`config.mk`:
```
export PLATFORM = sky130hd
export DESIGN_NAME = fuzzy_subsequence_scorer
export DESIGN_NICKNAME = d
export VERILOG_FILES = /design/src/rtl/fss_pkg.sv /design/src/rtl/fuzzy_subsequence_scorer.sv /design/src/rtl/fss_ram.sv /design/src/rtl/fss_scan.sv /design/src/rtl/fss_out_fifo.sv
export SDC_FILE = /design/constraint.sdc
export NUM_CORES = 1
export LEC_CHECK = 0
export ABC_AREA = 1
export BUFFER_PORTS_ARGS = -buffer_cell sky130_fd_sc_hd__buf_2
export CAP_MARGIN = 20
export CORE_ASPECT_RATIO = 0.8
export CORE_MARGIN = 8
export CORE_UTILIZATION = 30
export DETAILED_ROUTE_END_ITERATION = 6
export PLACE_DENSITY_LB_ADDON = 0.12
export SLEW_MARGIN = 15
export SYNTH_ARGS = -nofsm -noshare
export SYNTH_HDL_FRONTEND = slang
export SYNTH_SLANG_ARGS = --single-unit
```
`constraint.sdc`:
```
create_clock -name clk -period 9.85 [get_ports clk]
set_input_delay 0 -clock clk [delete_from_list [all_inputs] [get_ports clk]]
set_output_delay 0 -clock clk [all_outputs]
set_load 0.02 [all_outputs]
```
`src/rtl/fss_pkg.sv`:
```
// Package for the fuzzy subsequence scorer: sizes, scoring constants, item types
// and the character helper functions. Depends on nothing.
`default_nettype none

package fss_pkg;

    localparam int QUERY_MAX  = 32;
    localparam int PATH_MAX   = 512;

    localparam int QA_W       = $clog2(QUERY_MAX);
    localparam int CUR_W      = $clog2(QUERY_MAX + 1);
    localparam int POS_W      = $clog2(PATH_MAX);
    localparam int PLEN_W     = $clog2(PATH_MAX + 1);

    localparam int CHAR_W     = 8;
    localparam int SLOT_W     = 5;
    localparam int QLEN_W     = 6;
    localparam int MPOS_W     = 9;
    localparam int SCORE_W    = 12;
    localparam int PTS_W      = 11;

    localparam int PTS_MATCH   = 10;
    localparam int PTS_ADJ     = 15;
    localparam int PTS_BOUND   = 20;
    localparam int EMPTY_SCORE = 100;
    localparam int CASE_OFFSET = 32;

    localparam int DIV10_MUL   = 3277;
    localparam int DIV10_SHIFT = 15;
    localparam int PROD_W      = PLEN_W + 13;

    localparam int OQ_DEPTH   = 4;
    localparam int OQ_PTR_W   = $clog2(OQ_DEPTH);
    localparam int OQ_CNT_W   = $clog2(OQ_DEPTH + 1);

    localparam logic [CHAR_W-1:0] CHAR_UPPER_A = 8'h41;
    localparam logic [CHAR_W-1:0] CHAR_UPPER_Z = 8'h5A;
    localparam logic [CHAR_W-1:0] CHAR_SLASH   = 8'h2F;
    localparam logic [CHAR_W-1:0] CHAR_UNDER   = 8'h5F;
    localparam logic [CHAR_W-1:0] CHAR_DASH    = 8'h2D;
    localparam logic [CHAR_W-1:0] CHAR_DOT     = 8'h2E;

    typedef struct packed {
        logic                      is_final;
        logic [MPOS_W-1:0]         match_position;
        logic signed [SCORE_W-1:0] score;
        logic                      found;
    } result_t;

    typedef struct packed {
        logic    push_match;
        logic    push_final;
        result_t match_item;
        result_t final_item;
    } push_t;

    function automatic logic [CHAR_W-1:0] fold_lower(input logic [CHAR_W-1:0] c);
        if (c >= CHAR_UPPER_A && c <= CHAR_UPPER_Z)
        begin
            return c + CHAR_W'(CASE_OFFSET);
        end
        return c;
    endfunction

    function automatic logic is_boundary(input logic [CHAR_W-1:0] c);
        return (c == CHAR_SLASH) || (c == CHAR_UNDER) || (c == CHAR_DASH) || (c == CHAR_DOT);
    endfunction

endpackage

`default_nettype wire

```
`src/rtl/fuzzy_subsequence_scorer.sv`:
```
// Fuzzy subsequence scorer top level: query length register, scan core and
// output queue. Depends on fss_pkg, fss_scan and fss_out_fifo.
//
// Takes one item per cycle, load or scan, while in_stall is low: the query
// character at the current cursor is prefetched from the query RAM every cycle,
// with a write to that same slot forwarded, so a match and the next byte never
// wait on each other. A byte yields up to two result items (match report, then
// final score) into a four-entry output queue; in_stall rises only while that
// queue holds fewer than two free entries. The query store needs no clearing
// after reset; query_length is written through cfg_valid/cfg_ready, always ready.
`default_nettype none

module fuzzy_subsequence_scorer
    import fss_pkg::*;
(
    input  wire logic                      clk,
    input  wire logic                      rst_n,
    input  wire logic                      cfg_valid,
    output logic                           cfg_ready,
    input  wire logic [QLEN_W-1:0]         cfg_data,
    input  wire logic                      in_valid,
    output logic                           in_stall,
    input  wire logic                      mode,
    input  wire logic [CHAR_W-1:0]         char_byte,
    input  wire logic [SLOT_W-1:0]         query_slot,
    input  wire logic                      path_end,
    output logic                           out_valid,
    input  wire logic                      out_stall,
    output logic                           is_final,
    output logic [MPOS_W-1:0]              match_position,
    output logic signed [SCORE_W-1:0]      score,
    output logic                           found
);

    logic [QLEN_W-1:0] query_length_reg, query_length_next;
    logic              accept;
    logic              pop;
    push_t             push;
    result_t           head;

    always_comb
    begin
        cfg_ready         = 1'b1;
        query_length_next = (cfg_valid && cfg_ready) ? cfg_data : query_length_reg;
        accept            = in_valid && !in_stall;
        pop               = out_valid && !out_stall;
        is_final          = head.is_final;
        match_position    = head.match_position;
        score             = head.score;
        found             = head.found;
    end

    always_ff @(posedge clk or negedge rst_n)
    begin
        if (!rst_n)
        begin
            query_length_reg <= '0;
        end
        else
        begin
            query_length_reg <= query_length_next;
        end
    end

    fss_scan u_scan (
        .clk         (clk),
        .rst_n       (rst_n),
        .accept      (accept),
        .mode        (mode),
        .char_byte   (char_byte),
        .query_slot  (query_slot),
        .path_end    (path_end),
        .query_length(query_length_reg),
        .push        (push)
    );

    fss_out_fifo u_out_fifo (
        .clk      (clk),
        .rst_n    (rst_n),
        .push     (push),
        .pop      (pop),
        .out_valid(out_valid),
        .head     (head),
        .near_full(in_stall)
    );

endmodule

`default_nettype wire

```
`src/rtl/fss_ram.sv`:
```
// Generic single-write, single-read synchronous RAM with a registered read.
// Depends on nothing; width and depth come from its parameters.
`default_nettype none

module fss_ram #(
    parameter int WIDTH = 8,
    parameter int DEPTH = 32,
    parameter int ADDR_W = $clog2(DEPTH)
) (
    input  wire logic              clk,
    input  wire logic              we,
    input  wire logic [ADDR_W-1:0] waddr,
    input  wire logic [WIDTH-1:0]  wdata,
    input  wire logic [ADDR_W-1:0] raddr,
    output logic      [WIDTH-1:0]  rdata
);

    logic [WIDTH-1:0] mem_reg [DEPTH];

    always_ff @(posedge clk)
    begin
        if (we)
        begin
            mem_reg[waddr] <= wdata;
        end
        rdata <= mem_reg[raddr];
    end

endmodule

`default_nettype wire

```
`src/rtl/fss_scan.sv`:
```
// Scan core: query store RAM with next-cursor prefetch and write forwarding,
// scan state registers and per-byte scoring. Depends on fss_pkg and fss_ram.
`default_nettype none

module fss_scan
    import fss_pkg::*;
(
    input  wire logic              clk,
    input  wire logic              rst_n,
    input  wire logic              accept,
    input  wire logic              mode,
    input  wire logic [CHAR_W-1:0] char_byte,
    input  wire logic [SLOT_W-1:0] query_slot,
    input  wire logic              path_end,
    input  wire logic [QLEN_W-1:0] query_length,
    output push_t                  push
);

    logic [CUR_W-1:0]  cursor_reg, cursor_next;
    logic [POS_W-1:0]  pos_reg, pos_next;
    logic [CHAR_W-1:0] prev_reg, prev_next;
    logic [POS_W-1:0]  last_reg, last_next;
    logic              seen_reg, seen_next;
    logic [PTS_W-1:0]  points_reg, points_next;
    logic              fwd_hit_reg, fwd_hit_next;
    logic [CHAR_W-1:0] fwd_data_reg;

    logic              we;
    logic [QA_W-1:0]   waddr;
    logic [QA_W-1:0]   raddr;
    logic [CHAR_W-1:0] rdata;

    logic [CUR_W-1:0]  qlen;
    logic [CHAR_W-1:0] qchar;
    logic              scan;
    logic              hit;
    logic              adjacent;
    logic [PTS_W-1:0]  pts;
    logic [PTS_W-1:0]  points_upd;
    logic [CUR_W-1:0]  cursor_upd;
    logic [PLEN_W-1:0] plen;
    logic [PROD_W-1:0] prod;
    logic signed [SCORE_W-1:0] score_raw;
    logic signed [SCORE_W-1:0] score_fin;
    logic              found_fin;

    fss_ram #(
        .WIDTH(CHAR_W),
        .DEPTH(QUERY_MAX)
    ) u_query_ram (
        .clk  (clk),
        .we   (we),
        .waddr(waddr),
        .wdata(char_byte),
        .raddr(raddr),
        .rdata(rdata)
    );

    always_comb
    begin
        qlen  = (32'(query_length) > QUERY_MAX) ? CUR_W'(QUERY_MAX) : CUR_W'(query_length);
        qchar = fwd_hit_reg ? fwd_data_reg : rdata;
        scan  = accept && mode;
        we    = accept && !mode && (32'(query_slot) < QUERY_MAX);
        waddr = QA_W'(query_slot);

        hit      = scan && (cursor_reg < qlen) && (fold_lower(char_byte) == fold_lower(qchar));
        adjacent = seen_reg && ({1'b0, pos_reg} == ({1'b0, last_reg} + (POS_W + 1)'(1)));
        pts      = PTS_W'(PTS_MATCH)
                 + (adjacent ? PTS_W'(PTS_ADJ) : PTS_W'(0))
                 + (is_boundary(prev_reg) ? PTS_W'(PTS_BOUND) : PTS_W'(0));

        points_upd = hit ? points_reg + pts : points_reg;
        cursor_upd = hit ? cursor_reg + CUR_W'(1) : cursor_reg;

        cursor_next = cursor_reg;
        pos_next    = pos_reg;
        prev_next   = prev_reg;
        last_next   = last_reg;
        seen_next   = seen_reg;
        points_next = points_reg;

        if (scan)
        begin
            prev_next = char_byte;
            if (32'(pos_reg) < PATH_MAX - 1)
            begin
                pos_next = pos_reg + POS_W'(1);
            end
            if (hit)
            begin
                last_next   = pos_reg;
                seen_next   = 1'b1;
                points_next = points_upd;
                cursor_next = cursor_upd;
            end
            if (path_end)
            begin
                cursor_next = '0;
                pos_next    = '0;
                prev_next   = CHAR_SLASH;
                last_next   = '0;
                seen_next   = 1'b0;
                points_next = '0;
            end
        end

        raddr        = cursor_next[QA_W-1:0];
        fwd_hit_next = we && (waddr == raddr);
    end

    // final score: points minus path length / 10, or EMPTY_SCORE for an empty query
    always_comb
    begin
        plen      = PLEN_W'(pos_reg) + PLEN_W'(1);
        prod      = PROD_W'(plen) * PROD_W'(DIV10_MUL);
        score_raw = $signed({1'b0, points_upd}) - $signed(SCORE_W'(prod >> DIV10_SHIFT));
        if (qlen == '0)
        begin
            score_fin = SCORE_W'(EMPTY_SCORE);
            found_fin = 1'b1;
        end
        else
        begin
            score_fin = score_raw;
            found_fin = (cursor_upd >= qlen) && !score_raw[SCORE_W-1];
        end
    end

    always_comb
    begin
        push.push_match                = hit;
        push.push_final                = scan && path_end;
        push.match_item.is_final       = 1'b0;
        push.match_item.match_position = MPOS_W'(pos_reg);
        push.match_item.score          = '0;
        push.match_item.found          = 1'b0;
        push.final_item.is_final       = 1'b1;
        push.final_item.match_position = '0;
        push.final_item.score          = score_fin;
        push.final_item.found          = found_fin;
    end

    always_ff @(posedge clk or negedge rst_n)
    begin
        if (!rst_n)
        begin
            cursor_reg  <= '0;
            pos_reg     <= '0;
            prev_reg    <= CHAR_SLASH;
            last_reg    <= '0;
            seen_reg    <= 1'b0;
            points_reg  <= '0;
            fwd_hit_reg <= 1'b0;
        end
        else
        begin
            cursor_reg  <= cursor_next;
            pos_reg     <= pos_next;
            prev_reg    <= prev_next;
            last_reg    <= last_next;
            seen_reg    <= seen_next;
            points_reg  <= points_next;
            fwd_hit_reg <= fwd_hit_next;
        end
    end

    always_ff @(posedge clk)
    begin
        fwd_data_reg <= char_byte;
    end

endmodule

`default_nettype wire

```
`src/rtl/fss_out_fifo.sv`:
```
// Output queue for result items: takes up to two items a cycle, gives one per pop.
// Depends on fss_pkg for the item types and queue depth.
`default_nettype none

module fss_out_fifo
    import fss_pkg::*;
(
    input  wire logic  clk,
    input  wire logic  rst_n,
    input  wire push_t push,
    input  wire logic  pop,
    output logic       out_valid,
    output result_t    head,
    output logic       near_full
);

    result_t               entry_reg [OQ_DEPTH];
    logic [OQ_PTR_W-1:0]   wr_ptr_reg, wr_ptr_next;
    logic [OQ_PTR_W-1:0]   rd_ptr_reg, rd_ptr_next;
    logic [OQ_CNT_W-1:0]   count_reg, count_next;
    logic [OQ_PTR_W-1:0]   final_ptr;

    always_comb
    begin
        final_ptr   = wr_ptr_reg + OQ_PTR_W'(push.push_match);
        wr_ptr_next = wr_ptr_reg + OQ_PTR_W'(push.push_match) + OQ_PTR_W'(push.push_final);
        rd_ptr_next = rd_ptr_reg + OQ_PTR_W'(pop);
        count_next  = count_reg + OQ_CNT_W'(push.push_match) + OQ_CNT_W'(push.push_final)
                    - OQ_CNT_W'(pop);
        out_valid   = (count_reg != '0);
        head        = entry_reg[rd_ptr_reg];
        near_full   = (32'(count_reg) > OQ_DEPTH - 2);
    end

    always_ff @(posedge clk or negedge rst_n)
    begin
        if (!rst_n)
        begin
            wr_ptr_reg <= '0;
            rd_ptr_reg <= '0;
            count_reg  <= '0;
        end
        else
        begin
            wr_ptr_reg <= wr_ptr_next;
            rd_ptr_reg <= rd_ptr_next;
            count_reg  <= count_next;
        end
    end

    always_ff @(posedge clk)
    begin
        if (push.push_match)
        begin
            entry_reg[wr_ptr_reg] <= push.match_item;
        end
        if (push.push_final)
        begin
            entry_reg[final_ptr] <= push.final_item;
        end
    end

endmodule

`default_nettype wire

```
==> report_table.html, run 1 <==
<table>
<tr><th>Metric</th><th>Value</th></tr>
<tr><th colspan="2">Yosys</th></tr>
<tr><td>Syn Nets</td><td>2486</td></tr>
<tr><td>Share of synthesized registers carrying an async set or reset</td><td>13.7%</td></tr>
<tr><td>Most instantiated flip-flop cell in the synthesis netlist</td><td>sky130_fd_sc_hd__edfxtp_1</td></tr>
<tr><td>Register area share after synthesis</td><td>53.6%</td></tr>
<tr><td>Share of the synthesized area in the top cell type</td><td>41.9%</td></tr>
<tr><td>Synthesized cell area</td><td>22100 um2</td></tr>
<tr><td>Unique cell type count in the Yosys netlist</td><td>56</td></tr>
<tr><td>FF+latch count, synth</td><td>422</td></tr>
<tr><td>Dominant cell by count in the synthesized netlist</td><td>sky130_fd_sc_hd__inv_1</td></tr>
<tr><td>Instance count of the mapped netlist</td><td>2333</td></tr>
<tr><td>Number of synthesized flops with an enable pin</td><td>308</td></tr>
<tr><td>Most used standard cells in the synthesized netlist</td><td>sky130_fd_sc_hd__inv_1, sky130_fd_sc_hd__nand2_1, sky130_fd_sc_hd__nand3_1</td></tr>
<tr><td>Synth area leader</td><td>sky130_fd_sc_hd__edfxtp_1</td></tr>
<tr><td>Synth warnings</td><td>0</td></tr>
<tr><td>Main area contributors after synthesis</td><td>sky130_fd_sc_hd__edfxtp_1, sky130_fd_sc_hd__nand3_1, sky130_fd_sc_hd__inv_1</td></tr>
<tr><td>Mean cell area of the mapped netlist</td><td>9.46 um2</td></tr>
<tr><th colspan="2">CTS</th></tr>
<tr><td>Maximum clock path buffer count</td><td>3</td></tr>
<tr><td>Number of sinks on the clock net</td><td>422</td></tr>
<tr><td>Htree depth</td><td>2</td></tr>
<tr><td>Clock insertion delay at the later pin of the skew report</td><td>0.62 ns</td></tr>
<tr><td>Library cell used as clock root buffer</td><td>sky130_fd_sc_hd__clkbuf_16</td></tr>
<tr><td>Cts bufs inserted</td><td>51</td></tr>
<tr><td>TritonCTS clock tree</td><td>built</td></tr>
<tr><td>Clock-pin slew on the worst setup and hold paths</td><td>0.06 ns</td></tr>
<tr><th colspan="2">Global route</th></tr>
<tr><td>Vias in the first global route</td><td>15950</td></tr>
<tr><td>Wire length of the first global-routing pass</td><td>96000 um</td></tr>
<tr><td>Global-route usage over all layers</td><td>14.7%</td></tr>
<tr><td>GRT Residual Overflow</td><td>0</td></tr>
<tr><td>Number of antenna violations at the first check in global routing</td><td>0</td></tr>
<tr><td>Largest net degree at the start of global routing</td><td>90</td></tr>
<tr><th colspan="2">Cells and area</th></tr>
<tr><td>Reg area</td><td>11800 um2</td></tr>
<tr><td>Multi-input gate area in the final layout</td><td>8330 um2</td></tr>
<tr><td>Area growth from synthesis to layout</td><td>14.6%</td></tr>
<tr><td>NumNets Final</td><td>2535</td></tr>
<tr><td>Ant diodes</td><td>0</td></tr>
<tr><td>Layout cell share with drive strength beyond 1</td><td>8.78%</td></tr>
<tr><td>Max FFs per register</td><td>256</td></tr>
<tr><td>Number of fillers in the final layout</td><td>7478</td></tr>
<tr><th colspan="2">Timing</th></tr>
<tr><td>Final hold viol count</td><td>0</td></tr>
<tr><td>Post-route fraction of the period consumed by the critical path</td><td>82.0%</td></tr>
<tr><td>Transition time at the pin with the least slew margin</td><td>1.14 ns</td></tr>
<tr><td>Peak Freq</td><td>124 MHz</td></tr>
<tr><td>Worst slew slack as a fraction of its limit</td><td>24.3%</td></tr>
<tr><td>Unrepaired setup endpoints after global routing</td><td>no</td></tr>
<tr><td>Accumulated negative setup slack</td><td>0 ns</td></tr>
<tr><td>Pins Over Slew Limit</td><td>0</td></tr>
<tr><td>Crit path time final</td><td>8.07 ns</td></tr>
<tr><td>Endpoints failing setup</td><td>0</td></tr>
<tr><td>Clock tree skew after final layout</td><td>0.0374 ns</td></tr>
<tr><td>Post-route worst hold slack</td><td>0.000890 ns</td></tr>
<tr><th colspan="2">Setup path</th></tr>
<tr><td>Count of buffer and inverter cells on the critical path</td><td>7</td></tr>
<tr><td>Depth of the most critical reg-to-reg path</td><td>30</td></tr>
<tr><td>Most numerous cell on the critical path</td><td>sky130_fd_sc_hd__inv_1</td></tr>
<tr><td>Slowest-stage cell, CP</td><td>sky130_fd_sc_hd__dfrtp_1</td></tr>
<tr><td>Largest stage delay on the critical path</td><td>0.68 ns</td></tr>
<tr><td>Cell family with the largest share of critical-path delay</td><td>adder cells</td></tr>
<tr><td>First element of the critical path</td><td>u_scan.pos_reg[0]</td></tr>
<tr><td>Critical path class</td><td>reg -&gt; reg</td></tr>
<tr><td>Capture instance of the worst register-to-register path</td><td>u_out_fifo.entry_reg[3][0]</td></tr>
<tr><td>Crit path required time</td><td>10.15 ns</td></tr>
<tr><td>R2R Setup Slk</td><td>1.78 ns</td></tr>
<tr><td>Element type at the critical path start</td><td>register</td></tr>
<tr><td>Arrival @ worst endpoint</td><td>8.37 ns</td></tr>
<tr><td>Critical Path End Type</td><td>register</td></tr>
<tr><td>Maximum fanout along the worst path</td><td>10</td></tr>
<tr><td>Crit Reg-Reg Startpoint</td><td>u_scan.pos_reg[0]</td></tr>
<tr><th colspan="2">Drt</th></tr>
<tr><td>Iteration count of the initial detailed-routing pass</td><td>5</td></tr>
<tr><td>Post-DR vias/cell</td><td>4.77</td></tr>
<tr><td>Count of nets left with antenna violations after detail routing</td><td>0</td></tr>
<tr><td>Number of vias in the routed layout</td><td>16135</td></tr>
<tr><td>Count of unresolved DRC violations after routing</td><td>0</td></tr>
<tr><td>Routed wirelength normalized by instance count</td><td>18.2 um</td></tr>
<tr><td>Aggregate routed wire length</td><td>61500 um</td></tr>
<tr><td>Iter 0 DRT Violations</td><td>1135</td></tr>
<tr><th colspan="2">Min path</th></tr>
<tr><td>Worst min-delay path category</td><td>in -&gt; reg</td></tr>
<tr><td>Endpoint with the worst hold slack</td><td>u_scan.fwd_data_reg[6]</td></tr>
<tr><td>Hold path startpoint</td><td>char_byte[6]</td></tr>
<tr><td>Hold Path Cell Cnt</td><td>1</td></tr>
<tr><th colspan="2">Die</th></tr>
<tr><td>Initial Util</td><td>30.1%</td></tr>
<tr><td>Num rows</td><td>89</td></tr>
<tr><td>Number of top-level pins</td><td>52</td></tr>
<tr><td>Die boundary height</td><td>259 um</td></tr>
<tr><td>DIE AREA</td><td>82500 um2</td></tr>
<tr><td>Width of the die</td><td>319 um</td></tr>
<tr><td>Placeable core region</td><td>73300 um2</td></tr>
<tr><th colspan="2">Power</th></tr>
<tr><td>Worst VDD drop</td><td>0.175 mV</td></tr>
<tr><td>Power per cell area</td><td>278 nW/um2</td></tr>
<tr><td>Leakage Power</td><td>10.8 nW</td></tr>
<tr><th colspan="2">Job</th></tr>
<tr><td>Max capacitance violation total</td><td>0</td></tr>
<tr><th colspan="2">Place</th></tr>
<tr><td>IO Port Bufs</td><td>50</td></tr>
<tr><td>Routability cong.</td><td>0.820</td></tr>
<tr><td>Dpl hpwl</td><td>39000 um</td></tr>
<tr><th colspan="2">Run status</th></tr>
<tr><td>Result of the run</td><td>finished, final reports clean</td></tr>
</table>
[kinds of logic (layout without fill, tap and decap cells)]
kind of cell,count (synthesis),in the layout,synth area share (%)
compound gates,264,264,6.60
flops,422,422,53.6
buf+inv,486,578,8.82
fa+ha+maj,127,127,8.16
xor+xnor,40,40,1.62
other cells,1,1,0.0170
simple gates,990,990,21.0
mux,3,3,0.153
[power breakdown]
group,total [W],switching [W],internal [W]
Sequential,0.00212,0.0000811,0.00204
Clock,0.00197,0.000778,0.00119
Combinational,0.00296,0.00195,0.00100
Total,0.00704,0.00281,0.00423
[per-stage QoR]
stage	utilization (%)	worst slack, ns	total power (W)	area [um2]	instances
2_1_floorplan	-	2.91	0.00422	22100	2333
3_3_place_gp	31.6	2.07	0.00508	23200	3253
3_5_place_dp	31.6	1.84	0.00510	23200	3254
4_1_cts	34.5	1.76	0.00713	25300	3379
5_1_grt	34.5	1.00	0.00762	25300	3380
6_report	34.5	1.78	0.00704	25300	3380
[routing by layer]
| metal | track usage (%) | vias to the layer above | part of all wire (%) |
|---|---|---|---|
| met5 | 0 | - | 0 |
| met4 | 2.88 | 0 | 1.5 |
| met3 | 2.47 | 62 | 5.3 |
| met2 | 21.4 | 385 | 42 |
| met1 | 22.8 | 7789 | 52 |
| li1 | - | 7899 | - |
[worst register-to-register path: cells and delay by family, from the launching register on]
kind,cells,cell delay (ns)
buffers and inverters,7,0.81
XOR/XNOR,1,0.24
AO/OA/AOI/OAI,6,0.99
adder cells (fa/ha/maj),7,3.10
AND/OR/NAND/NOR,9,1.95
flip-flops,1,0.68
[cell usage in the layout, fill, tap and decap left out, types with 11 or more instances in the layout]
cell type	instances
sky130_fd_sc_hd__xor2_1	29
sky130_fd_sc_hd__edfxtp_1	308
sky130_fd_sc_hd__fa_1	28
sky130_fd_sc_hd__nand3_1	324
sky130_fd_sc_hd__buf_4	17
sky130_fd_sc_hd__dlygate4sd3_1	29
sky130_fd_sc_hd__nor3_1	11
sky130_fd_sc_hd__buf_2	50
sky130_fd_sc_hd__ha_1	99
sky130_fd_sc_hd__o22ai_1	46
sky130_fd_sc_hd__inv_1	365
sky130_fd_sc_hd__o21ai_0	120
sky130_fd_sc_hd__a21oi_1	71
sky130_fd_sc_hd__nand2_1	348
sky130_fd_sc_hd__dfxtp_1	56
sky130_fd_sc_hd__clkbuf_16	54
sky130_fd_sc_hd__nor2_1	170
sky130_fd_sc_hd__nand3b_1	84
sky130_fd_sc_hd__clkbuf_1	13
sky130_fd_sc_hd__dfrtp_1	53
[what timing repair did]
item                                   4_1_cts  5_1_grt
buffers inserted                             0        0
hold buffers                                29        0
resized for setup                            0        0
endpoints found under the hold margin      156        0
[cell type report]
| class | count | share of cell area, % |
|---|---|---|
| Clock buffer | 77 | 6.08 |
| Clock inverter | 19 | 0.940 |
| Inverter | 384 | 5.73 |
| Multi-Input combinational cell | 1425 | 32.9 |
| Sequential cell | 422 | 46.8 |
| Tap cell | 955 | 4.73 |
| Timing Repair Buffer | 98 | 2.80 |
[worst max-delay path by stage]
stage | to | slack (ns) | cells past startpoint
3_3_place_gp | u_out_fifo.entry_reg[2][11] | 2.07 | 33
3_5_place_dp | u_out_fifo.entry_reg[2][0] | 1.84 | 30
6_report | u_out_fifo.entry_reg[3][0] | 1.78 | 30
2_1_floorplan | u_out_fifo.entry_reg[2][11] | 2.91 | 33
5_1_grt | u_out_fifo.entry_reg[3][0] | 1.00 | 30
4_1_cts | u_out_fifo.entry_reg[3][0] | 1.76 | 30
Power figures use the tool's default switching activity.
==> run 2, diff against run 1 <==
==> constraint.sdc (replaced) <==
create_clock -name clk -period 8.15 [get_ports clk]
set_input_delay 0 -clock clk [delete_from_list [all_inputs] [get_ports clk]]
set_output_delay 0 -clock clk [all_outputs]
set_load 0.02 [all_outputs]
==> report_table.html, run 2 (synthesis results as in run 1) <==
<table>
<tr><th>Metric</th><th>Value</th></tr>
<tr><th colspan="2">Setup path</th></tr>
<tr><td>Arrival @ worst endpoint</td><td>7.75 ns (was 8.37 ns)</td></tr>
<tr><td>Count of buffer and inverter cells on the critical path</td><td>9 (was 7)</td></tr>
<tr><td>Critical path class</td><td>reg -&gt; reg (unchanged)</td></tr>
<tr><td>Most numerous cell on the critical path</td><td>sky130_fd_sc_hd__inv_1 (unchanged)</td></tr>
<tr><td>Maximum fanout along the worst path</td><td>6 (was 10)</td></tr>
<tr><td>Depth of the most critical reg-to-reg path</td><td>34 (was 30)</td></tr>
<tr><td>Slowest-stage cell, CP</td><td>sky130_fd_sc_hd__fa_1 (was sky130_fd_sc_hd__dfrtp_1)</td></tr>
<tr><td>Critical Path End Type</td><td>register (unchanged)</td></tr>
<tr><td>Cell family with the largest share of critical-path delay</td><td>adder cells (unchanged)</td></tr>
<tr><td>Largest stage delay on the critical path</td><td>0.61 ns (was 0.68 ns)</td></tr>
<tr><td>Crit path required time</td><td>8.45 ns (was 10.15 ns)</td></tr>
<tr><td>Element type at the critical path start</td><td>register (unchanged)</td></tr>
<tr><td>Number of gates on the worst path with buffers counted</td><td>34 (was 30)</td></tr>
<tr><td>R2R Setup Slk</td><td>0.70 ns (was 1.78 ns)</td></tr>
<tr><th colspan="2">Power</th></tr>
<tr><td>Power per cell area</td><td>331 nW/um2 (was 278 nW/um2)</td></tr>
<tr><td>Leakage Power</td><td>10.8 nW (about the same)</td></tr>
<tr><td>Worst VDD drop</td><td>0.212 mV (was 0.175 mV)</td></tr>
<tr><th colspan="2">Die</th></tr>
<tr><td>Initial Util</td><td>30.1% (unchanged)</td></tr>
<tr><td>Num rows</td><td>89 (unchanged)</td></tr>
<tr><td>Width of the die</td><td>319 um (unchanged)</td></tr>
<tr><td>Number of top-level pins</td><td>52 (unchanged)</td></tr>
<tr><td>Die boundary height</td><td>259 um (unchanged)</td></tr>
<tr><td>DIE AREA</td><td>82500 um2 (unchanged)</td></tr>
<tr><td>Placeable core region</td><td>73300 um2 (unchanged)</td></tr>
<tr><th colspan="2">CTS</th></tr>
<tr><td>Number of sinks on the clock net</td><td>422 (unchanged)</td></tr>
<tr><td>Clock insertion delay at the later pin of the skew report</td><td>0.62 ns (about the same)</td></tr>
<tr><td>Clock-pin slew on the worst setup and hold paths</td><td>0.06 ns (about the same)</td></tr>
<tr><td>Maximum clock path buffer count</td><td>3 (unchanged)</td></tr>
<tr><td>Library cell used as clock root buffer</td><td>sky130_fd_sc_hd__clkbuf_16 (unchanged)</td></tr>
<tr><td>Htree depth</td><td>2 (unchanged)</td></tr>
<tr><td>Cts bufs inserted</td><td>50 (was 51)</td></tr>
<tr><td>TritonCTS clock tree</td><td>built (unchanged)</td></tr>
<tr><td>Post-CTS Setup Inserts</td><td>0 (unchanged)</td></tr>
<tr><th colspan="2">Cells and area</th></tr>
<tr><td>Final instance area</td><td>25200 um2 (was 25300 um2)</td></tr>
<tr><td>Layout cell share with drive strength beyond 1</td><td>8.66% (was 8.78%)</td></tr>
<tr><td>Area growth from synthesis to layout</td><td>14.0% (was 14.6%)</td></tr>
<tr><td>Number of cells in the finished layout apart from fillers</td><td>3381 (was 3380)</td></tr>
<tr><td>NumNets Final</td><td>2539 (was 2535)</td></tr>
<tr><td>Most common cell after layout, fill and taps aside</td><td>sky130_fd_sc_hd__inv_1 (unchanged)</td></tr>
<tr><td>Max FFs per register</td><td>256 (unchanged)</td></tr>
<tr><td>Leading cell types in the layout, fill and taps excluded</td><td>sky130_fd_sc_hd__inv_1, sky130_fd_sc_hd__nand2_1, sky130_fd_sc_hd__nand3_1 (unchanged)</td></tr>
<tr><td>Multi-input gate area in the final layout</td><td>8340 um2 (was 8330 um2)</td></tr>
<tr><td>Reg area</td><td>11800 um2 (unchanged)</td></tr>
<tr><td>Number of fillers in the final layout</td><td>7503 (was 7478)</td></tr>
<tr><th colspan="2">Min path</th></tr>
<tr><td>Worst min-delay path category</td><td>in -&gt; reg (unchanged)</td></tr>
<tr><td>Hold Path Cell Cnt</td><td>6 (was 1)</td></tr>
<tr><th colspan="2">Global route</th></tr>
<tr><td>Global-route usage over all layers</td><td>14.7% (about the same)</td></tr>
<tr><td>Number of antenna violations at the first check in global routing</td><td>1 (was 0)</td></tr>
<tr><td>Wire length of the first global-routing pass</td><td>96100 um (was 96000 um)</td></tr>
<tr><td>GRT Residual Overflow</td><td>0 (unchanged)</td></tr>
<tr><td>Vias in the first global route</td><td>15908 (was 15950)</td></tr>
<tr><td>Largest net degree at the start of global routing</td><td>90 (unchanged)</td></tr>
<tr><th colspan="2">Timing</th></tr>
<tr><td>Endpoints failing setup</td><td>0 (unchanged)</td></tr>
<tr><td>Peak Freq</td><td>134 MHz (was 124 MHz)</td></tr>
<tr><td>Post-route fraction of the period consumed by the critical path</td><td>91.4% (was 82.0%)</td></tr>
<tr><td>Worst slew slack as a fraction of its limit</td><td>26.8% (was 24.3%)</td></tr>
<tr><td>Clock tree skew after final layout</td><td>0.0373 ns (was 0.0374 ns)</td></tr>
<tr><td>Crit path time final</td><td>7.45 ns (was 8.07 ns)</td></tr>
<tr><td>Final hold viol count</td><td>0 (unchanged)</td></tr>
<tr><td>Transition time at the pin with the least slew margin</td><td>1.10 ns (was 1.14 ns)</td></tr>
<tr><td>Pins Over Slew Limit</td><td>0 (unchanged)</td></tr>
<tr><th colspan="2">Drt</th></tr>
<tr><td>Count of unresolved DRC violations after routing</td><td>0 (unchanged)</td></tr>
<tr><td>Count of nets left with antenna violations after detail routing</td><td>0 (unchanged)</td></tr>
<tr><td>Number of vias in the routed layout</td><td>16031 (was 16135)</td></tr>
<tr><td>Iter 0 DRT Violations</td><td>1136 (was 1135)</td></tr>
<tr><td>Iteration count of the initial detailed-routing pass</td><td>5 (unchanged)</td></tr>
<tr><td>Aggregate routed wire length</td><td>61400 um (was 61500 um)</td></tr>
<tr><td>Post-DR vias/cell</td><td>4.74 (was 4.77)</td></tr>
<tr><td>Routed wirelength normalized by instance count</td><td>18.2 um (about the same)</td></tr>
<tr><th colspan="2">Run status</th></tr>
<tr><td>Result of the run</td><td>finished, final reports clean (unchanged)</td></tr>
<tr><th colspan="2">Place</th></tr>
<tr><td>Number of cells after detailed placement</td><td>3258 (was 3254)</td></tr>
<tr><td>DP Area</td><td>23200 um2 (about the same)</td></tr>
<tr><td>Routability cong.</td><td>0.813 (was 0.820)</td></tr>
<tr><td>Dpl hpwl</td><td>39000 um (about the same)</td></tr>
<tr><td>IO Port Bufs</td><td>50 (unchanged)</td></tr>
<tr><th colspan="2">Job</th></tr>
<tr><td>Max capacitance violation total</td><td>0 (unchanged)</td></tr>
</table>
==> run 2: cell count changes in the layout (fill, tap and decap cells not counted), moves of 2 or more <==
cell	before	now
sky130_fd_sc_hd__clkbuf_8	10	4
sky130_fd_sc_hd__clkinv_1	9	13
sky130_fd_sc_hd__clkbuf_16	54	50
sky130_fd_sc_hd__buf_4	17	22
sky130_fd_sc_hd__clkinvlp_4	0	2
==> run 2: what timing repair did <==
action,CTS,global route
resized for setup,0,3
hold buffers,30,0
setup endpoints to repair,0,23
endpoints found under the hold margin,150,0
==> run 2: worst min-delay path, stage by stage <==
cell and delay [ns]:
sky130_fd_sc_hd__buf_2 0.11, sky130_fd_sc_hd__nand2_1 0.15, sky130_fd_sc_hd__nor2_4 0.11, sky130_fd_sc_hd__o21ai_0 0.14, sky130_fd_sc_hd__nand2_1 0.06, sky130_fd_sc_hd__o21ai_0 0.07
==> run 2: metal layers <==
| metal | track usage, % | vias to the layer above | wire, um |
|---|---|---|---|
| li1 | - | 7916 | - |
| met1 | 22.4 | 7729 | 31600 |
| met2 | 21.9 | 316 | 26100 |
| met3 | 1.96 | 70 | 2760 |
| met4 | 3.43 | 0 | 985 |
| met5 | 0 | - | 0 |
==> run 2: cell type report <==
cell class	instances	area share, %
flip-flops and latches	422	47.0
multi-input cells	1425	33.1
inverters	384	5.76
clock buffers	68	5.42
well taps	955	4.75
repair buffers	103	2.89
clock inverters	23	1.02
diodes	1	0.00995
==> run 2: final timing paths <==
check                                                 start                     endpoint
worst max-delay path                      u_scan.pos_reg[0]  u_out_fifo.entry_reg[3][11]
worst min-delay path                               in_valid            u_scan.pos_reg[0]
worst max register to register            u_scan.pos_reg[0]  u_out_fifo.entry_reg[3][11]
worst min register to register  u_out_fifo.entry_reg[1][22]  u_out_fifo.entry_reg[1][22]
max in group asynchronous                             rst_n          query_length_reg[3]
min in group asynchronous                             rst_n           u_scan.last_reg[3]
==> run 2: through the flow <==
step | hold slack, ns | utilization [%] | setup slack (ns) | power, W | TNS, ns
global placement | 0.218 | 31.7 | 0.736 | 0.00614 | 0
finish | 0.0907 | 34.3 | 0.702 | 0.00833 | 0
floorplan | -0.296 | - | 1.21 | 0.00511 | 0
detailed placement | 0.214 | 31.7 | 0.587 | 0.00615 | 0
CTS | 0.0517 | 34.3 | 0.520 | 0.00846 | 0
global route | 0.113 | 34.3 | -0.0103 | 0.00907 | -0.0211
==> run 2: power by group <==
group | total, W | switching [W] | internal [W]
combinational | 0.00354 | 0.00233 | 0.00121
clock | 0.00224 | 0.000938 | 0.00130
sequential | 0.00255 | 0.0000880 | 0.00246
total | 0.00833 | 0.00336 | 0.00497
==> run 3, diff against run 2 <==
--- a/config.mk
+++ b/config.mk
@@ -8,9 +8,9 @@
 export ABC_AREA = 1
 export BUFFER_PORTS_ARGS = -buffer_cell sky130_fd_sc_hd__buf_2
 export CAP_MARGIN = 20
-export CORE_ASPECT_RATIO = 0.8
+export CORE_ASPECT_RATIO = 1.5
 export CORE_MARGIN = 8
-export CORE_UTILIZATION = 30
+export CORE_UTILIZATION = 60
 export DETAILED_ROUTE_END_ITERATION = 6
 export PLACE_DENSITY_LB_ADDON = 0.12
 export SLEW_MARGIN = 15
==> report_table.html, run 3 (synthesis results as in run 1) <==
<table>
<tr><th>Metric</th><th>Value</th></tr>
<tr><th colspan="2">Run status</th></tr>
<tr><td>Result of the run</td><td>finished, final reports clean (unchanged)</td></tr>
<tr><th colspan="2">Global route</th></tr>
<tr><td>Peak-usage layer in the global routing report</td><td>met2 (was met1)</td></tr>
<tr><td>Wire length of the first global-routing pass</td><td>85700 um (was 96100 um)</td></tr>
<tr><td>Met2 routing resource usage after global routing</td><td>48.2% (was 21.9%)</td></tr>
<tr><td>Global-route usage over all layers</td><td>24.5% (was 14.7%)</td></tr>
<tr><td>M3 GR Usage</td><td>3.09% (was 1.96%)</td></tr>
<tr><td>GR met1 Demand/Resource</td><td>25.4% (was 22.4%)</td></tr>
<tr><td>GRT Residual Overflow</td><td>0 (unchanged)</td></tr>
<tr><td>Vias in the first global route</td><td>16479 (was 15908)</td></tr>
<tr><td>Number of antenna violations at the first check in global routing</td><td>0 (was 1)</td></tr>
<tr><td>Largest net degree at the start of global routing</td><td>80 (was 90)</td></tr>
<tr><th colspan="2">Timing</th></tr>
<tr><td>Final hold viol count</td><td>0 (unchanged)</td></tr>
<tr><td>Accumulated negative setup slack</td><td>0 ns (unchanged)</td></tr>
<tr><td>Unrepaired setup endpoints after global routing</td><td>no</td></tr>
<tr><td>Clock tree skew after final layout</td><td>0.0318 ns (was 0.0373 ns)</td></tr>
<tr><td>Pins Over Slew Limit</td><td>0 (unchanged)</td></tr>
<tr><td>Setup ws final</td><td>0.642 ns (was 0.702 ns)</td></tr>
<tr><td>Worst slew slack as a fraction of its limit</td><td>30.4% (was 26.8%)</td></tr>
<tr><td>Crit path time final</td><td>7.51 ns (was 7.45 ns)</td></tr>
<tr><td>Peak Freq</td><td>133 MHz (was 134 MHz)</td></tr>
<tr><td>Transition time at the pin with the least slew margin</td><td>1.04 ns (was 1.10 ns)</td></tr>
<tr><td>Endpoints failing setup</td><td>0 (unchanged)</td></tr>
<tr><td>Post-route fraction of the period consumed by the critical path</td><td>92.1% (was 91.4%)</td></tr>
<tr><th colspan="2">Drt</th></tr>
<tr><td>Routed wirelength normalized by instance count</td><td>18.6 um (was 18.2 um)</td></tr>
<tr><td>Number of vias in the routed layout</td><td>16316 (was 16031)</td></tr>
<tr><td>Iter 0 DRT Violations</td><td>1190 (was 1136)</td></tr>
<tr><td>Post-DR vias/cell</td><td>5.66 (was 4.74)</td></tr>
<tr><td>Count of nets left with antenna violations after detail routing</td><td>0 (unchanged)</td></tr>
<tr><td>Iteration count of the initial detailed-routing pass</td><td>5 (unchanged)</td></tr>
<tr><td>Aggregate routed wire length</td><td>53500 um (was 61400 um)</td></tr>
<tr><td>Count of unresolved DRC violations after routing</td><td>0 (unchanged)</td></tr>
<tr><th colspan="2">Setup path</th></tr>
<tr><td>Crit path required time</td><td>8.43 ns (was 8.45 ns)</td></tr>
<tr><td>Count of buffer and inverter cells on the critical path</td><td>9 (unchanged)</td></tr>
<tr><td>First element of the critical path</td><td>u_scan.pos_reg[0] (unchanged)</td></tr>
<tr><td>Most numerous cell on the critical path</td><td>sky130_fd_sc_hd__inv_1 (unchanged)</td></tr>
<tr><td>Slowest-stage cell, CP</td><td>sky130_fd_sc_hd__dfrtp_2 (was sky130_fd_sc_hd__fa_1)</td></tr>
<tr><td>Element type at the critical path start</td><td>register (unchanged)</td></tr>
<tr><td>Depth of the most critical reg-to-reg path</td><td>41 (was 34)</td></tr>
<tr><td>Critical path class</td><td>reg -&gt; reg (unchanged)</td></tr>
<tr><td>Capture instance of the worst register-to-register path</td><td>u_out_fifo.entry_reg[3][11] (unchanged)</td></tr>
<tr><td>Largest stage delay on the critical path</td><td>0.54 ns (was 0.61 ns)</td></tr>
<tr><td>Cell family with the largest share of critical-path delay</td><td>adder cells (unchanged)</td></tr>
<tr><td>Critical Path End Type</td><td>register (unchanged)</td></tr>
<tr><td>Crit path to</td><td>u_out_fifo.entry_reg[3][11] (unchanged)</td></tr>
<tr><td>R2R Setup Slk</td><td>0.64 ns (was 0.70 ns)</td></tr>
<tr><td>Number of gates on the worst path with buffers counted</td><td>41 (was 34)</td></tr>
<tr><td>Arrival @ worst endpoint</td><td>7.78 ns (was 7.75 ns)</td></tr>
<tr><td>Maximum fanout along the worst path</td><td>10 (was 6)</td></tr>
<tr><td>Crit Reg-Reg Startpoint</td><td>u_scan.pos_reg[0] (unchanged)</td></tr>
<tr><th colspan="2">Cells and area</th></tr>
<tr><td>Max FFs per register</td><td>256 (unchanged)</td></tr>
<tr><td>NumNets Final</td><td>2522 (was 2539)</td></tr>
<tr><td>Most common cell after layout, fill and taps aside</td><td>sky130_fd_sc_hd__inv_1 (unchanged)</td></tr>
<tr><td>Number of fillers in the final layout</td><td>2890 (was 7503)</td></tr>
<tr><td>Ant diodes</td><td>0 (was 1)</td></tr>
<tr><td>Area growth from synthesis to layout</td><td>9.66% (was 14.0%)</td></tr>
<tr><td>Leading cell types in the layout, fill and taps excluded</td><td>sky130_fd_sc_hd__inv_1, sky130_fd_sc_hd__nand2_1, sky130_fd_sc_hd__nand3_1 (unchanged)</td></tr>
<tr><td>Layout cell share with drive strength beyond 1</td><td>7.79% (was 8.66%)</td></tr>
<tr><td>Final instance area</td><td>24200 um2 (was 25200 um2)</td></tr>
<tr><td>Share of the core filled with cells</td><td>66.3% (was 34.3%)</td></tr>
<tr><th colspan="2">Job</th></tr>
<tr><td>Max capacitance violation total</td><td>0 (unchanged)</td></tr>
<tr><th colspan="2">CTS</th></tr>
<tr><td>Maximum clock path buffer count</td><td>3 (unchanged)</td></tr>
<tr><td>Htree depth</td><td>2 (unchanged)</td></tr>
<tr><td>Clock insertion delay at the later pin of the skew report</td><td>0.56 ns (was 0.62 ns)</td></tr>
<tr><td>Cts bufs inserted</td><td>41 (was 50)</td></tr>
<tr><td>Library cell used as clock root buffer</td><td>sky130_fd_sc_hd__clkbuf_16 (unchanged)</td></tr>
<tr><td>Number of sinks on the clock net</td><td>422 (unchanged)</td></tr>
<tr><td>Clock-pin slew on the worst setup and hold paths</td><td>0.06 ns (about the same)</td></tr>
<tr><td>TritonCTS clock tree</td><td>built (unchanged)</td></tr>
<tr><th colspan="2">Min path</th></tr>
<tr><td>Worst min-delay path category</td><td>in -&gt; reg (unchanged)</td></tr>
<tr><th colspan="2">Die</th></tr>
<tr><td>Die boundary height</td><td>251 um (was 259 um)</td></tr>
<tr><td>Placeable core region</td><td>36500 um2 (was 73300 um2)</td></tr>
<tr><td>DIE AREA</td><td>43300 um2 (was 82500 um2)</td></tr>
<tr><td>Number of top-level pins</td><td>52 (unchanged)</td></tr>
<tr><td>Num rows</td><td>86 (was 89)</td></tr>
<tr><td>Width of the die</td><td>173 um (was 319 um)</td></tr>
<tr><td>Initial Util</td><td>60.5% (was 30.1%)</td></tr>
<tr><th colspan="2">Place</th></tr>
<tr><td>Dpl hpwl</td><td>35300 um (was 39000 um)</td></tr>
<tr><td>DP Area</td><td>22600 um2 (was 23200 um2)</td></tr>
<tr><td>Post-placement worst setup slack</td><td>0.533 ns (was 0.587 ns)</td></tr>
<tr><td>IO Port Bufs</td><td>50 (unchanged)</td></tr>
<tr><td>Routability cong.</td><td>0.929 (was 0.813)</td></tr>
<tr><th colspan="2">Power</th></tr>
<tr><td>Power per cell area</td><td>328 nW/um2 (was 331 nW/um2)</td></tr>
<tr><td>Sum of internal, switching and leakage power</td><td>0.00794 W (was 0.00833 W)</td></tr>
<tr><td>Worst VDD drop</td><td>0.244 mV (was 0.212 mV)</td></tr>
<tr><td>Leakage Power</td><td>10.6 nW (was 10.8 nW)</td></tr>
</table>
==> run 3: area by class of cell <==
cell class                 count  area (um2)  share of cell area (%)
sequential                   422       11800                    48.9
multi-input combinational   1425        8330                    34.4
inverter                     384        1450                    5.98
clock buffer                  55        1110                    4.58
timing repair buffer          95         664                    2.75
tap                          484         606                    2.50
clock inverter                19         213                   0.879
==> run 3: timing repair <==
action | 4_1_cts | 5_1_grt
hold buffers | 29 | 0
gates resized for setup | 0 | 1
endpoints found under the hold margin | 76 | 0
buffers inserted | 0 | 0
endpoints found under the setup margin | 0 | 13
==> run 3: stage by stage <==
stage / instances / hold WS, ns
after global placement: 2778 / 0.202
final: 2884 / 0.0242
after CTS: 2882 / 0.00601
after global routing: 2884 / 0.0539
after floorplan: 2333 / -0.296
after detailed placement: 2779 / 0.208
==> run 3: power breakdown <==
part | leakage (nW) | internal [W] | switching (W)
Combinational | 5.93 | 0.00123 | 0.00228
Sequential | 3.99 | 0.00246 | 0.0000962
Clock | 0.638 | 0.00106 | 0.000815
Total | 10.6 | 0.00475 | 0.00319
==> run 3: worst register-to-register path, delay by kind of cell, from the launching register on <==
family | cells | cell delay [ns]
adder cells (fa/ha/maj) | 8 | 2.61
buffers and inverters | 9 | 0.66
AND/OR/NAND/NOR | 17 | 1.92
XOR/XNOR | 1 | 0.15
AO/OA/AOI/OAI | 6 | 1.39
flip-flops | 1 | 0.54
==> run 3: per-layer routing <==
| layer | share of wire, % | up-vias | wire [um] |
|---|---|---|---|
| met4 | 4.3 | 0 | 2280 |
| li1 | - | 7872 | - |
| met1 | 36 | 7841 | 19400 |
| met3 | 4.2 | 139 | 2230 |
| met2 | 55 | 464 | 29600 |
| met5 | 0 | - | 0 |
==> run 3: how the worst min path moves through the flow <==
| stage | from | end | slack [ns] | cells past startpoint |
|---|---|---|---|---|
| finish | mode | u_scan.pos_reg[0] | 0.02 | 6 |
| global route | mode | u_scan.pos_reg[0] | 0.05 | 6 |
| CTS | mode | u_scan.pos_reg[0] | 0.006 | 6 |
| detailed placement | rst_n | u_out_fifo.rd_ptr_reg[1] | 0.21 | 2 |
| global placement | rst_n | u_out_fifo.rd_ptr_reg[1] | 0.20 | 2 |
| floorplan | rst_n | query_length_reg[0] | -0.30 | 0 |
